$ cat src/hdl/ccc_first_one.sv
// priority encoder returning the lowest set bit of a vector
module ccc_first_one #(
    parameter int WIDTH = 64
) (
    input  logic [WIDTH-1:0]         vec,
    output logic                     found,
    output logic [$clog2(WIDTH)-1:0] idx
);

    localparam int IW = $clog2(WIDTH);

    always_comb
    begin
        idx   = '0;
        found = |vec;
        for (int i = WIDTH - 1; i >= 0; i--)
        begin
            if (vec[i])
            begin
                idx = IW'(i);
            end
        end
    end

endmodule

$ cat config.mk
export PLATFORM = sky130hd
export DESIGN_NAME = ccc_first_one
export DESIGN_NICKNAME = d
export VERILOG_FILES = /design/src/hdl/ccc_first_one.sv
export SDC_FILE = /design/constraint.sdc
export NUM_CORES = 1
export LEC_CHECK = 0
export BUFFER_PORTS_ARGS = -buffer_cell sky130_fd_sc_hd__buf_4
export CORE_MARGIN = 1
export CORE_UTILIZATION = 38
export DETAILED_ROUTE_END_ITERATION = 8
export PLACE_DENSITY = 0.82
export SYNTH_ARGS = -nofsm -noshare
export SYNTH_HDL_FRONTEND = slang
export SYNTH_SLANG_ARGS = --single-unit
$ cat constraint.sdc
create_clock -name vclk -period 1.9
set_input_delay 0.38 -clock vclk [all_inputs]
set_output_delay 0.38 -clock vclk [all_outputs]
set_load 0.02 [all_outputs]
==> impl_metrics.tcl, run 1 <==
set metrics [dict create \
    status "stopped before the end" \
    stop_stage "5_1_grt" \
    stop_error "[ERROR DPL-0038] Utilization greater than 100%, impossible to legalize" \
    hpwl_um 3210 \
    die_y_um 50.3 \
    crit_endpoint "found" \
    globalplace.congestion 0.869 \
    synth_top_family_by_area "simple AND/OR/NAND/NOR gates" \
    synth.area.top_cells "nor4_1 (11%), nor2_1 (8.0%), nor3_1 (6.8%), a21oi_1 (5.6%), nor4_4 (4.8%)" \
    yosys_warnings 0 \
    synth_area_um2 887 \
    synth-simple-area-share 0.594 \
    postSynthCellCount 145 \
    grt_max_degree 6 \
    port_buffers 71 \
    initial_core_util 0.401 \
    die_x_um 50.3 \
    placementRows 17 \
    seq_area_frac_synth 0 \
    place_inst 293 \
    synth_xor_area_frac 0 \
    cts_hold_buf 0 \
    synth-adder-area-share 0 \
    yosysTopAreaCellShare 0.113 \
    synth_top_area_cell "nor4_1" \
    synth_mux_area_frac 0 \
    worst_endpoint_kind "output port" \
    synth_cell_types 40 \
    synth_compound_gate_area_share 0.364 \
    ioPinCount 71 \
    syn_nets 209 \
    synth_area_per_cell_um2 6.12 \
]
## what timing repair did
action / in CTS
hold endpoints to repair: 0
gates resized for setup: 44
buffers inserted: 2
setup endpoints to repair: 7
pin swaps: 20
## kinds of logic after synthesis
group,after synthesis
AO/OA/AOI/OAI,47
buffers and inverters,10
AND/OR/NAND/NOR,88
## through the flow
stage	utilization	setup slack [ns]	setup TNS (ns)	hold slack, ns	instance area [um^2]
floorplan	-	-0.131	-0.369	0.923	935
global placement	0.846	-0.312	-1.90	1.24	1870
detailed placement	0.846	-0.343	-2.08	1.25	1870
CTS	0.933	-0.318	-1.65	1.24	2060
## cells in the mapped netlist, drive strengths merged (2+ instances only)
master  instances
o311ai          3
nand3           7
o211ai          4
nor2           20
nand2           9
or4             5
a31oi           2
o21ai           7
a21oi          10
a21boi          3
o21a            3
o31ai           3
o21bai          3
nor2b           5
or3             3
a211oi          2
inv            10
nor4           18
nand2b          4
nor3           12
==> inputs of run 2 (changes only) <==
--- a/config.mk
+++ b/config.mk
@@ -6,10 +6,10 @@
 export NUM_CORES = 1
 export LEC_CHECK = 0
 export BUFFER_PORTS_ARGS = -buffer_cell sky130_fd_sc_hd__buf_4
-export CORE_MARGIN = 1
-export CORE_UTILIZATION = 38
+export CORE_AREA = 2 2 63 65
 export DETAILED_ROUTE_END_ITERATION = 8
-export PLACE_DENSITY = 0.82
+export DIE_AREA = 0 0 65 67
+export PLACE_DENSITY_LB_ADDON = 0.15
 export SYNTH_ARGS = -nofsm -noshare
 export SYNTH_HDL_FRONTEND = slang
 export SYNTH_SLANG_ARGS = --single-unit
==> constraint.sdc (replaced) <==
create_clock -name vclk -period 2.45
set_input_delay 0.49 -clock vclk [all_inputs]
set_output_delay 0.49 -clock vclk [all_outputs]
set_load 0.02 [all_outputs]
==> impl_metrics.tcl, run 2 <==
set metrics [dict create \
    status "completed" \
    grt_usage 0.151 \
    dr.pass1.iters 4 \
    synth_xor_area_frac 0 \
    slew_viol_final 0 \
    placementRows 22 \
    grt_pass1_wl_um 5470 \
    regArea_um2 0 \
    netlist_top_cells_count "nor2_1 (19), nor4_1 (16), nor3_1 (12)" \
    top_layer_used "met4" \
    critPathMaxFanout 3 \
    ioPinCount 71 \
    crit_buf_inv 2 \
    synth-adder-area-share 0 \
    synth_compound_gate_area_share 0.364 \
    postLayoutCellArea_mm2 0.00162 \
    die_y_um 67 \
    slowest_stage "or4_4" \
    globalplace.congestion 0.774 \
    grt_pass1_vias 1295 \
    period_needed_ns 2.44 \
    hold_viol 0 \
    synth_mux_area_frac 0 \
    cp.required_ns 1.96 \
    flops_and_latches 0 \
    ir_worst_vdd_mv 0.0426 \
    drive_gt1_frac 0.427 \
    vias 1402 \
    wl_per_cell_um 12.2 \
    layout_common_cells "buf_4 (75), nor2_1 (19), nor4_1 (14)" \
    yosys_warnings 0 \
    yosysTopAreaCellShare 0.113 \
    place_inst 272 \
    synth_area_um2 887 \
    die_x_um 65 \
    setup_viol 0 \
    grt_setup_unrepaired "true" \
    hp-class "in -> out" \
    fmax_mhz 411 \
    die-area_mm2 0.00436 \
    port_buffers 71 \
    p_leak_nw 0.659 \
    cp_slowest_stage_delay_ns 0.57 \
    cp_top_family "simple AND/OR/NAND/NOR gates" \
    synth_cell_types 40 \
    drt-vias-per-instance 5.14 \
    syn_nets 209 \
    ant_nets 0 \
    fin_nets 291 \
    powerDensity_mw_per_mm2 125 \
    grt_overflow 0 \
    first_iter_violations 34 \
    core_region_area_mm2 0.00361 \
    cts_hold_buf 0 \
    postSynthCellCount 145 \
    worst_pin_slew_ns 0.456 \
    drc 0 \
    final_core_util 0.450 \
    cp-end-kind "output port" \
    post_dp_cell_area_mm2 0.00155 \
    area_growth_pct 82.9 \
    wl_met2_um 1610 \
    min_period_over_period 0.994 \
    synth_top_family_by_area "simple AND/OR/NAND/NOR gates" \
    final_common_cell "buf_4" \
    synth-simple-area-share 0.594 \
    fillers 392 \
    relSlewSlack 0.688 \
    routed_wl_um 3320 \
    antenna_found_initial 0 \
    synth_area_per_cell_um2 6.12 \
    crit_top_cell "o211ai_1" \
    clock_buffers 0 \
    maxCapViolCount 0 \
    initial_core_util 0.246 \
    cp-start-kind "primary input" \
    crit_type "in -> out" \
    seq_area_frac_synth 0 \
    synth_top_area_cell "nor4_1" \
    wl_met1_um 1490 \
    grt_max_degree 6 \
    synth.area.top_cells "nor4_1 (11%), nor2_1 (8.0%), nor3_1 (6.8%), a21oi_1 (5.6%), nor4_4 (4.8%)" \
    insertedDiodeCount 0 \
    cp_cell_sequence "buf_6 > or4_4 > nor4_4 > o211ai_1 > o211ai_1 > a21boi_1 > buf_4" \
    multi_input_area_um2 902 \
    synth.most_common_cell "nor2_1" \
    hpwl_um 2940 \
    critPathArrivalTime_ns 1.95 \
    final_cells 273 \
    wl_met3_um 207 \
]
## run 2: through the flow
step | setup WS, ns | setup TNS (ns) | total power, W | hold WS, ns
floorplan | 0.145 | 0 | 0.0000559 | 1.15
global placement | -0.0749 | -0.0786 | 0.000196 | 1.44
detailed placement | -0.0570 | -0.0654 | 0.000195 | 1.42
CTS | -0.00109 | -0.00109 | 0.000197 | 1.43
global route | -0.0846 | -0.107 | 0.000223 | 1.45
finish | 0.0141 | 0 | 0.000203 | 1.41
## run 2: kinds of logic after synthesis
kind of cell    after synthesis
simple gates                 88
compound gates               47
buf+inv                      10
## run 2: final timing paths
kind,slack (ns),depth (start not counted),startpoint,to
hold / removal,1.41,5,vec[11],idx[2]
setup / recovery,0.01,7,vec[15],idx[2]
## run 2: area by class of cell
| cell class | instances | share of cell area |
|---|---|---|
| multi-input combinational | 135 | 0.556 |
| timing repair buffer | 80 | 0.384 |
| tap | 48 | 0.0370 |
| inverter | 10 | 0.0231 |
## run 2: layer usage
| layer | up-vias | GRT usage |
|---|---|---|
| met5 | - | 0 |
| li1 | 741 | - |
| met2 | 46 | 0.289 |
| met1 | 613 | 0.198 |
| met3 | 2 | 0.00676 |
| met4 | 0 | 0 |
## run 2: what timing repair did
action | in CTS | in global routing
gates resized for setup | 3 | 12
hold endpoints to repair | 0 | 0
pin swaps | 3 | 7
setup endpoints to repair | 2 | 5
buffers inserted | 0 | 1
## run 2: where the power goes
| group | total [W] | switching, W | internal, W |
|---|---|---|---|
| clock network | 0 | 0 | 0 |
| logic | 0.000203 | 0.0000910 | 0.000112 |
| registers | 0 | 0 | 0 |
| total | 0.000203 | 0.0000910 | 0.000112 |
(Power assumes the default switching activity.)
